--- src/hdl/rfr_pkg.sv ---
// Shared types and constants for the remote frame receiver.
package rfr_pkg;

    // Parser phases of the frame hunt.
    typedef enum logic [2:0] {
        PH_HUNT,
        PH_HDR2,
        PH_DATA,
        PH_TRL1,
        PH_TRL2,
        PH_CHECK
    } t_phase;

    // Framing bytes.
    localparam logic [7:0] HDR_LEAD   = 8'hE0;
    localparam logic [7:0] HDR_SECOND = 8'h01;
    localparam logic [7:0] TRL_ZERO   = 8'h00;
    localparam logic [7:0] TRL_LAST   = 8'hE0;

    // The checksum is kept reduced modulo this value.
    localparam logic [8:0] SUM_MOD = 9'd255;

    // Scaling of the derived outputs.
    localparam logic signed [19:0] SPEED_GAIN  = 20'sd11;
    localparam logic signed [20:0] CENTER_GAIN = 21'sd27;
    localparam logic signed [20:0] CENTER_ROUND = 21'sd32767;
    localparam logic [6:0]         CENTER_BIAS = 7'd64;

    // Depth of the queue between the parser and the output stage.
    localparam int MID_DEPTH = 2;
    localparam int MID_PTR_W = $clog2(MID_DEPTH);
    localparam int MID_CNT_W = $clog2(MID_DEPTH + 1);

    // One accepted frame as handed from the parser to the output stage.
    typedef struct packed {
        logic [15:0] word_zero;
        logic [15:0] word_one;
        logic [15:0] word_two;
        logic [15:0] word_three;
        logic [15:0] word_four;
        logic [3:0]  mode_bits;
    } t_frame;

    // Handshake from the queue head toward the output stage.
    typedef struct packed {
        logic   empty;
        t_frame head;
    } t_mid_head;

endpackage

--- src/hdl/remote_frame_receiver_core.sv ---
// Top level of the remote frame receiver: parser, frame queue and output stage.
// Throughput: one received byte per cycle while full is low; full shows the frame queue is full.
// A frame's result shows on the outputs (empty low) after the edge that accepts its checksum
// beat writes it to the frame queue and the output register then loads it once free or popped.
// Reset (synchronous, active low) returns the parser to the hunt for a leading E0 and empties
// the frame queue and the output register; the payload store itself is not cleared.
module remote_frame_receiver_core #(
    parameter int PAYLOAD_BYTES = 12
) (
    input  logic               i_clk,
    input  logic               i_rst_n,
    input  logic               push,
    output logic               full,
    input  logic [7:0]         i_rx_byte,
    output logic               empty,
    input  logic               pop,
    output logic [15:0]        o_word_zero,
    output logic [15:0]        o_word_one,
    output logic [15:0]        o_word_two,
    output logic [15:0]        o_word_three,
    output logic [15:0]        o_word_four,
    output logic [3:0]         o_mode_bits,
    output logic signed [19:0] o_speed_scaled,
    output logic [6:0]         o_center_line
);

    // A beat is taken whenever the frame queue has room. The parser only pushes on the
    // checksum beat of a good frame, so holding off input on a full queue never loses one.
    logic               in_accept;
    logic               frame_push;
    rfr_pkg::t_frame    frame;
    rfr_pkg::t_mid_head mid_head;
    logic               mid_pop;

    assign in_accept = push && !full;

    // The parser keeps the phase, the running sum modulo 255, the byte index and the
    // payload bytes, and forms the five little-endian words and the mode nibble.
    rfr_front #(
        .PAYLOAD_BYTES(PAYLOAD_BYTES)
    ) u_front (
        .i_clk     (i_clk),
        .i_rst_n   (i_rst_n),
        .i_accept  (in_accept),
        .i_rx_byte (i_rx_byte),
        .o_push    (frame_push),
        .o_frame   (frame)
    );

    // The queue lets the parser keep taking bytes while a result waits to be popped.
    rfr_queue u_queue (
        .i_clk   (i_clk),
        .i_rst_n (i_rst_n),
        .i_push  (frame_push),
        .i_frame (frame),
        .o_full  (full),
        .i_pop   (mid_pop),
        .o_head  (mid_head)
    );

    // The output stage scales speed and center line and holds the result until popped.
    rfr_back u_back (
        .i_clk          (i_clk),
        .i_rst_n        (i_rst_n),
        .i_head         (mid_head),
        .o_mid_pop      (mid_pop),
        .o_empty        (empty),
        .i_pop          (pop),
        .o_word_zero    (o_word_zero),
        .o_word_one     (o_word_one),
        .o_word_two     (o_word_two),
        .o_word_three   (o_word_three),
        .o_word_four    (o_word_four),
        .o_mode_bits    (o_mode_bits),
        .o_speed_scaled (o_speed_scaled),
        .o_center_line  (o_center_line)
    );

endmodule

--- src/hdl/rfr_front.sv ---
// Frame parser: hunts for framed payloads, checks the sum and emits good frames.
module rfr_front #(
    parameter int PAYLOAD_BYTES = 12
) (
    input  logic              i_clk,
    input  logic              i_rst_n,
    input  logic              i_accept,
    input  logic [7:0]        i_rx_byte,
    output logic              o_push,
    output rfr_pkg::t_frame   o_frame
);

    localparam int IDX_W  = $clog2(PAYLOAD_BYTES + 1);
    localparam int ADDR_W = $clog2(PAYLOAD_BYTES);

    rfr_pkg::t_phase r_phase, n_phase;
    logic [7:0]       r_sum, n_sum;
    logic [IDX_W-1:0] r_index, n_index;
    logic [7:0]       r_store [PAYLOAD_BYTES];

    logic [IDX_W-1:0] index_inc;
    logic [8:0]       sum_raw;
    logic [7:0]       sum_add;
    logic             store_wr;

    assign index_inc = r_index + 1'b1;
    assign sum_raw   = {1'b0, r_sum} + {1'b0, i_rx_byte};
    assign sum_add   = (sum_raw >= rfr_pkg::SUM_MOD) ? 8'(sum_raw - rfr_pkg::SUM_MOD)
                                                     : sum_raw[7:0];

    // Next phase.
    always_comb begin
        n_phase = r_phase;
        if (i_accept) begin
            case (r_phase)
                rfr_pkg::PH_HUNT: begin
                    if (i_rx_byte == rfr_pkg::HDR_LEAD) n_phase = rfr_pkg::PH_HDR2;
                end
                rfr_pkg::PH_HDR2: begin
                    n_phase = (i_rx_byte == rfr_pkg::HDR_SECOND) ? rfr_pkg::PH_DATA
                                                                 : rfr_pkg::PH_HUNT;
                end
                rfr_pkg::PH_DATA: begin
                    if (index_inc == IDX_W'(PAYLOAD_BYTES)) n_phase = rfr_pkg::PH_TRL1;
                end
                rfr_pkg::PH_TRL1: begin
                    if (i_rx_byte == rfr_pkg::TRL_ZERO) n_phase = rfr_pkg::PH_TRL2;
                end
                rfr_pkg::PH_TRL2: begin
                    n_phase = (i_rx_byte == rfr_pkg::TRL_LAST) ? rfr_pkg::PH_CHECK
                                                               : rfr_pkg::PH_HUNT;
                end
                default: n_phase = rfr_pkg::PH_HUNT;
            endcase
        end
    end

    // Sum, index, store write and frame push.
    always_comb begin
        n_sum    = r_sum;
        n_index  = r_index;
        store_wr = 1'b0;
        o_push   = 1'b0;
        if (i_accept) begin
            case (r_phase)
                rfr_pkg::PH_HUNT: begin
                    if (i_rx_byte == rfr_pkg::HDR_LEAD) begin
                        n_sum   = i_rx_byte;
                        n_index = '0;
                    end
                end
                rfr_pkg::PH_HDR2: begin
                    if (i_rx_byte == rfr_pkg::HDR_SECOND) n_sum = sum_add;
                end
                rfr_pkg::PH_DATA: begin
                    n_sum    = sum_add;
                    n_index  = index_inc;
                    store_wr = 1'b1;
                end
                rfr_pkg::PH_TRL1: begin
                    // Bytes other than the zero are skipped without leaving the frame.
                    if (i_rx_byte == rfr_pkg::TRL_ZERO) begin
                        n_sum   = sum_add;
                        n_index = '0;
                    end
                end
                rfr_pkg::PH_TRL2: begin
                    if (i_rx_byte == rfr_pkg::TRL_LAST) n_sum = sum_add;
                end
                rfr_pkg::PH_CHECK: begin
                    if (i_rx_byte == r_sum) begin
                        o_push = 1'b1;
                        n_sum  = '0;
                    end
                end
                default: n_sum = r_sum;
            endcase
        end
    end

    always_ff @(posedge i_clk) begin
        if (!i_rst_n) begin
            r_phase <= rfr_pkg::PH_HUNT;
            r_sum   <= '0;
            r_index <= '0;
        end else begin
            r_phase <= n_phase;
            r_sum   <= n_sum;
            r_index <= n_index;
        end
    end

    always_ff @(posedge i_clk) begin
        if (store_wr) r_store[r_index[ADDR_W-1:0]] <= i_rx_byte;
    end

    assign o_frame.word_zero  = {r_store[1], r_store[0]};
    assign o_frame.word_one   = {r_store[3], r_store[2]};
    assign o_frame.word_two   = {r_store[5], r_store[4]};
    assign o_frame.word_three = {r_store[7], r_store[6]};
    assign o_frame.word_four  = {r_store[9], r_store[8]};
    assign o_frame.mode_bits  = r_store[10][3:0];

endmodule

--- src/hdl/rfr_queue.sv ---
// Short frame queue between the parser and the output stage.
module rfr_queue (
    input  logic                i_clk,
    input  logic                i_rst_n,
    input  logic                i_push,
    input  rfr_pkg::t_frame     i_frame,
    output logic                o_full,
    input  logic                i_pop,
    output rfr_pkg::t_mid_head  o_head
);

    rfr_pkg::t_frame                r_mem [rfr_pkg::MID_DEPTH];
    logic [rfr_pkg::MID_PTR_W-1:0]  r_wr_ptr, n_wr_ptr;
    logic [rfr_pkg::MID_PTR_W-1:0]  r_rd_ptr, n_rd_ptr;
    logic [rfr_pkg::MID_CNT_W-1:0]  r_count, n_count;
    logic                           do_push, do_pop;

    assign o_full       = (r_count == rfr_pkg::MID_CNT_W'(rfr_pkg::MID_DEPTH));
    assign o_head.empty = (r_count == '0);
    assign o_head.head  = r_mem[r_rd_ptr];
    assign do_push      = i_push && !o_full;
    assign do_pop       = i_pop && !o_head.empty;

    always_comb begin
        n_wr_ptr = r_wr_ptr;
        n_rd_ptr = r_rd_ptr;
        n_count  = r_count;
        if (do_push) begin
            n_wr_ptr = (r_wr_ptr == rfr_pkg::MID_PTR_W'(rfr_pkg::MID_DEPTH - 1)) ? '0
                                                                              : r_wr_ptr + 1'b1;
        end
        if (do_pop) begin
            n_rd_ptr = (r_rd_ptr == rfr_pkg::MID_PTR_W'(rfr_pkg::MID_DEPTH - 1)) ? '0
                                                                              : r_rd_ptr + 1'b1;
        end
        if (do_push && !do_pop) n_count = r_count + 1'b1;
        else if (do_pop && !do_push) n_count = r_count - 1'b1;
    end

    always_ff @(posedge i_clk) begin
        if (!i_rst_n) begin
            r_wr_ptr <= '0;
            r_rd_ptr <= '0;
            r_count  <= '0;
        end else begin
            r_wr_ptr <= n_wr_ptr;
            r_rd_ptr <= n_rd_ptr;
            r_count  <= n_count;
        end
    end

    always_ff @(posedge i_clk) begin
        if (do_push) r_mem[r_wr_ptr] <= i_frame;
    end

endmodule

--- src/hdl/rfr_back.sv ---
// Output stage: derives speed and center line and holds the result register.
module rfr_back (
    input  logic               i_clk,
    input  logic               i_rst_n,
    input  rfr_pkg::t_mid_head i_head,
    output logic               o_mid_pop,
    output logic               o_empty,
    input  logic               i_pop,
    output logic [15:0]        o_word_zero,
    output logic [15:0]        o_word_one,
    output logic [15:0]        o_word_two,
    output logic [15:0]        o_word_three,
    output logic [15:0]        o_word_four,
    output logic [3:0]         o_mode_bits,
    output logic signed [19:0] o_speed_scaled,
    output logic [6:0]         o_center_line
);

    logic                r_valid, n_valid;
    rfr_pkg::t_frame     r_frame;
    logic signed [19:0]  r_speed, n_speed;
    logic [6:0]          r_center, n_center;

    logic signed [19:0]  spd_ext;
    logic signed [20:0]  ctr_ext, ctr_prod, ctr_adj;
    logic signed [5:0]   ctr_quo;

    // Offset-binary to two's complement is a flip of the top bit.
    assign spd_ext = {{4{~i_head.head.word_four[15]}}, ~i_head.head.word_four[15],
                      i_head.head.word_four[14:0]};
    assign n_speed = spd_ext * rfr_pkg::SPEED_GAIN;

    assign ctr_ext  = {{5{~i_head.head.word_two[15]}}, ~i_head.head.word_two[15],
                       i_head.head.word_two[14:0]};
    assign ctr_prod = ctr_ext * rfr_pkg::CENTER_GAIN;
    // Bias negative values so the shift truncates toward zero.
    assign ctr_adj  = ctr_prod + (ctr_prod[20] ? rfr_pkg::CENTER_ROUND : 21'sd0);
    assign ctr_quo  = ctr_adj[20:15];
    assign n_center = rfr_pkg::CENTER_BIAS + {ctr_quo[5], ctr_quo};

    assign o_mid_pop = !i_head.empty && (!r_valid || i_pop);
    assign n_valid   = o_mid_pop || (r_valid && !i_pop);

    always_ff @(posedge i_clk) begin
        if (!i_rst_n) begin
            r_valid <= 1'b0;
        end else begin
            r_valid <= n_valid;
        end
    end

    always_ff @(posedge i_clk) begin
        if (o_mid_pop) begin
            r_frame  <= i_head.head;
            r_speed  <= n_speed;
            r_center <= n_center;
        end
    end

    assign o_empty        = !r_valid;
    assign o_word_zero    = r_frame.word_zero;
    assign o_word_one     = r_frame.word_one;
    assign o_word_two     = r_frame.word_two;
    assign o_word_three   = r_frame.word_three;
    assign o_word_four    = r_frame.word_four;
    assign o_mode_bits    = r_frame.mode_bits;
    assign o_speed_scaled = r_speed;
    assign o_center_line  = r_center;

endmodule
--- config.mk ---
export PLATFORM = sky130hd
export DESIGN_NAME = remote_frame_receiver_core
export DESIGN_NICKNAME = d
export VERILOG_FILES = /design/src/hdl/rfr_pkg.sv /design/src/hdl/remote_frame_receiver_core.sv /design/src/hdl/rfr_front.sv /design/src/hdl/rfr_queue.sv /design/src/hdl/rfr_back.sv
export SDC_FILE = /design/constraint.sdc
export NUM_CORES = 1
export LEC_CHECK = 0
export ABC_AREA = 1
export BUFFER_PORTS_ARGS = -buffer_cell sky130_fd_sc_hd__buf_2
export CORE_MARGIN = 2
export CORE_UTILIZATION = 30
export DETAILED_ROUTE_END_ITERATION = 8
export PLACE_DENSITY_LB_ADDON = 0.08
export SLEW_MARGIN = 0
export SYNTH_ARGS = -nofsm -noshare
export SYNTH_HDL_FRONTEND = slang
export SYNTH_SLANG_ARGS = --single-unit
export TNS_END_PERCENT = 50
--- constraint.sdc ---
create_clock -name i_clk -period 9 [get_ports i_clk]
set_input_delay 1.8 -clock i_clk [delete_from_list [all_inputs] [get_ports i_clk]]
set_output_delay 1.8 -clock i_clk [all_outputs]
set_load 0.01 [all_outputs]
After elaboration in Yosys (flattened, before gate mapping)
Memories as Yosys holds them, arrays and structs flattened. A register that Yosys moved wholly into a read port is not among the register bits.
Cells that the tools add are included.

operators by class
  $add $sub $neg = 9
  equal/unequal tests = 16
  bitwise gates (word level) = 2
  muxes and demuxes = 32
  reductions and logical operators = 24
  $lt $le $gt $ge = 1
  multiply operators = 2

operators by type and width
  operator                                                            number
  two-way mux 8 bit                                                   6
  case mux 8 bit (6 select lines)                                     1
  adder 21 bit                                                        1
  multiplier 16 x 6 -> 21 bit (second input constant)                 1
  multiplier 16 x 5 -> 20 bit (second input constant)                 1
  two-way mux 15 bit                                                  1
  case mux 3 bit (5 select lines)                                     1
  two-way mux 1 bit                                                   13
  two-way mux 3 bit                                                   4
  != test 2 x 1 -> 1 bit (second input constant)                      6
  case mux 4 bit (3 select lines)                                     1
  adder 8 x 8 -> 9 bit                                                1
  greater-or-equal comparator 9 x 8 -> 1 bit (second input constant)  1
  equality test 8 x 1 -> 1 bit (second input constant)                1
  equality test 8 bit                                                 1
  equality test 8 bit (second input constant)                         1
  zero test 8 bit                                                     1
  two-way mux 4 bit                                                   2
  AND reduction 4 bit                                                 2
  subtractor 8 bit (second input constant)                            1
  adder 7 bit (first input constant)                                  1
  logical AND 1 bit                                                   7
  AND reduction 7 bit                                                 1
  equality test 3 x 2 -> 1 bit (second input constant)                2
  other kinds (17)                                                    28

storage, ports and cells
  bits in registers = 131
  logic and storage cells = 103
  input bits = 12
  output and inout port bits = 113
  RAM bits = 264
  memories = 2

memory list
  name             words  width  read ports  clocked after memory_dff  wr ports  RTL line         source
  u_queue.r_mem    2      84     1           1                         1         rfr_queue.sv:12  rfr_pkg::t_frame r_mem [rfr_pkg::MID_DEPTH];
  u_front.r_store  12     8      11          0                         1         rfr_front.sv:19  logic [7:0] r_store [PAYLOAD_BYTES];

Depth between registers and ports, before layout
  word-level depth = 9
  depth in mapped cells = 34

By module
A second synthesis with hierarchy kept.

second synthesis, totals
  cell total of the unflattened synthesis = 1365
  area total of the unflattened synthesis = 18267.5 sq um

modules (own cells, without submodules)
  module                      cells each  seq. area each (sq um)  times used  area an instance (sq um)
  rfr_back                    710         3323.2                  1           7435.9
  rfr_queue                   299         5144.9                  1           6546.3
  rfr_front                   354         2822.7                  1           4275.4
  remote_frame_receiver_core  2           0.0                     1           10.0

Worst setup path after synthesis
Ideal clock, no wire load.

  kind = in2reg
  start point = input i_rx_byte[4]
  end point = memory u_queue.r_mem[1][0] (netlist name) (enable)
  setup slack = 2.016 ns
  stages on the path = 6
  arrival time = 6.456 ns
  cells stage by stage = ha_1 > nor4_1 > nand2_1 > nor3_1 > inv_1 > nor2_1

between the ends
  cells in the longest elaborated chain, start to end = 7

RTL lines
  item                                     RTL line                          source
  start: declaration                       remote_frame_receiver_core.sv:14  input logic [7:0] i_rx_byte,
  equality test 8 bit                      rfr_front.sv:91                   if (i_rx_byte == r_sum) begin
  two-way mux 1 bit                        rfr_front.sv:91
  two-way mux 1 bit                        rfr_front.sv:65                   case (r_phase)
  two-way mux 1 bit                        rfr_front.sv:64                   if (i_accept) begin
  logical AND 1 bit                        rfr_queue.sv:21                   assign do_push = i_push && !o_full;
  named net u_queue.do_push                rfr_queue.sv:16                   logic do_push, do_pop;
  two-way mux 1 bit                        rfr_queue.sv:53                   if (do_push) r_mem[r_wr_ptr] <= i_frame;
  two-way mux 1 bit (not written as such)  rfr_queue.sv:53
  end: declaration                         rfr_queue.sv:12

The timed path passes the listed nets, and every way through them passes these cells.

==> results.yml <==
finish:
  fin_nets: 1693
  final_cell_mix: "edfxtp_1, inv_1, nand2_1"
  final_common_cell: "edfxtp_1"
  area_growth_pct: 16.7
  nFillCells: 5777
  stdcell_count: 2353
  final_layout_size_suffix_gt1_frac: 0.196
  n_antenna_cell: 0
grt:
  grt_use_total: 0.128
  grt_max_degree: 68
  grt_pass1_vias: 10400
  grt_overflow_total: 0
  antenna_found_initial: 0
  grt_first_pass_wirelength_um: 59800
critical_path:
  arrival_ns: 6.04
  crit_buf_inv: 3
  critical-path-slowest-cell: "dfxtp_4"
  worst-path-max-fanout: 67
  path_common_cell: "nand2_1"
  cpLargestDelayFamily: "adder cells"
  path_class: "reg2reg"
  cp.required_ns: 9.31
  endpoint_kind: "register"
  start_kind: "register"
  critPathMaxStageDelay_ns: 0.91
outcome:
  outcome: "complete, no violations"
logic_synthesis:
  synth_compound_area_frac: 0.0421
  synth_simple_gate_area_frac: 0.0893
  synth_area_sq_um: 17800
  syn_area_per_cell_sq_um: 12.9
  synth_seq_area_share: 0.634
  synth.area.mux_share: 0.0449
  ys_types: 51
  synth_cells: 1379
  synthArstFlopShare: 0
  synth-seq-cells: 383
  yosysWarnings: 0
  synth_xor_area_frac: 0.0268
  synth_ff_type: "edfxtp_1"
  synth_fa_ha_area_frac: 0.110
  synth_top_family_by_area: "adder cells"
  synth_edf_count: 362
  syn_nets: 1526
clock_tree:
  clock_sink_count: 383
  post-cts-setup-buffer-count: 0
  cts_root_buf: "clkbuf_16"
  cts_made_buffers: 44
  cts_tree: "yes"
  clk_pin_slew_ns: 0.06
  postCtsHoldBufs: 0
  cts_max_path_buffers: 3
  clk-insertion-delay-late_ns: 0.57
  htree_levels: 2
  ctsResizeCount: 0
floorplan:
  rows: 89
  start_util: 0.302
  die_h_um: 248
  core_sq_um: 58900
  die_x_um: 248
  dieArea_sq_um: 61400
  ios: 125
sta:
  max_freq_mhz: 175
  setup-tns-final_ns: 0
  worstMarginPinSlew_ns: 1.06
  relSlewSlack: 0.289
  hold_slack_ns: 0.432
  fin_crit_sh: 0.636
  finalHoldViolCount: 0
  clock-skew-final_ns: 0.0264
  period_minus_slack_ns: 5.73
  setup_violations: 0
  rsz0062_at_grt: "false"
  slew_violations: 0
routing:
  wl_per_cell_um: 16.5
  final_antenna_net_count: 0
  vias_per_cell: 4.36
  dr_total_vias: 10300
  drtIter0Drc: 503
  dr.pass1.iters: 5
  drt_wl_total_um: 38900
  drc: 0
place:
  gp_congestion: 0.802
  dp_hpwl_um: 25900
  io_buffers: 124
  dp.cells: 2273
run:
  max_cap_violations: 0
hold_path:
  hp-class: "reg2reg"
[layer usage]
metal,routed length [um],vias to the layer above,GRT usage
met5,0,-,0
met4,848,0,0.0372
met3,1420,53,0.0249
met2,18400,141,0.213
met1,18200,4961,0.170
li1,-,5097,-
[worst paths after layout]
kind	slack (ns)	startpoint	depth (start not counted)	end
max	3.27	register	26	u_back.o_center_line[4]
min	0.43	u_front.r_store[5][6]	0	u_queue.r_mem[0][50]
max reg2reg	3.27	register	26	u_back.o_center_line[4]
min reg2reg	0.43	u_front.r_store[5][6]	0	u_queue.r_mem[0][50]
[final cells by class]
cell class	instances	area, sq um	share of cell area
multi-input combinational	746	5600	0.269
tap	773	967	0.0465
inverter	233	877	0.0422
sequential	383	11300	0.543
timing repair buffer	138	738	0.0355
clock inverter	24	151	0.00728
clock buffer	56	1170	0.0561
[stage by stage]
stage	setup WS (ns)	area [sq um]	utilization
after floorplan	2.02	17800	-
after global placement	3.23	19500	0.331
after detailed placement	3.19	19500	0.331
after CTS	3.17	20800	0.353
after global routing	2.65	20800	0.353
final	3.27	20800	0.353
[registers in the layout, indices dropped and copies added (netlist names), named ones only]
signal and flops:
u_queue.r_mem 168, u_front.r_store 84, u_back.o_speed_scaled 20, u_back.o_word_one 16, u_back.o_word_three 16, u_back.o_word_two 16, u_back.o_word_zero 16, u_back.o_word_four 15
u_front.r_sum 8, u_back.o_center_line 7, u_back.o_mode_bits 4, u_front.r_index 4, u_front.r_phase 3, u_queue.r_count 2, u_back.r_valid 1, u_queue.r_rd_ptr 1
u_queue.r_wr_ptr 1
[cells in the mapped netlist, types with 28 or more instances]
cell	count	area (sq um)
fa_1	36	721
nand3_1	50	250
ha_1	99	1240
xor2_1	28	245
a21oi_1	55	275
nand2_1	182	683
nor2_1	58	218
o21ai_0	44	220
inv_1	231	867
edfxtp_1	362	10900
mux2_2	71	800
[logic make-up (layout without fill, tap and decap cells)]
group | after synthesis | count (layout)
simple gates | 356 | 356
compound gates | 132 | 132
fa+ha+maj | 135 | 135
xor+xnor | 52 | 52
flops | 383 | 383
mux | 71 | 71
buf+inv | 250 | 451
Power is not shown: default switching activity piles up to over one toggle a cycle in this logic, so the estimate is an artifact.
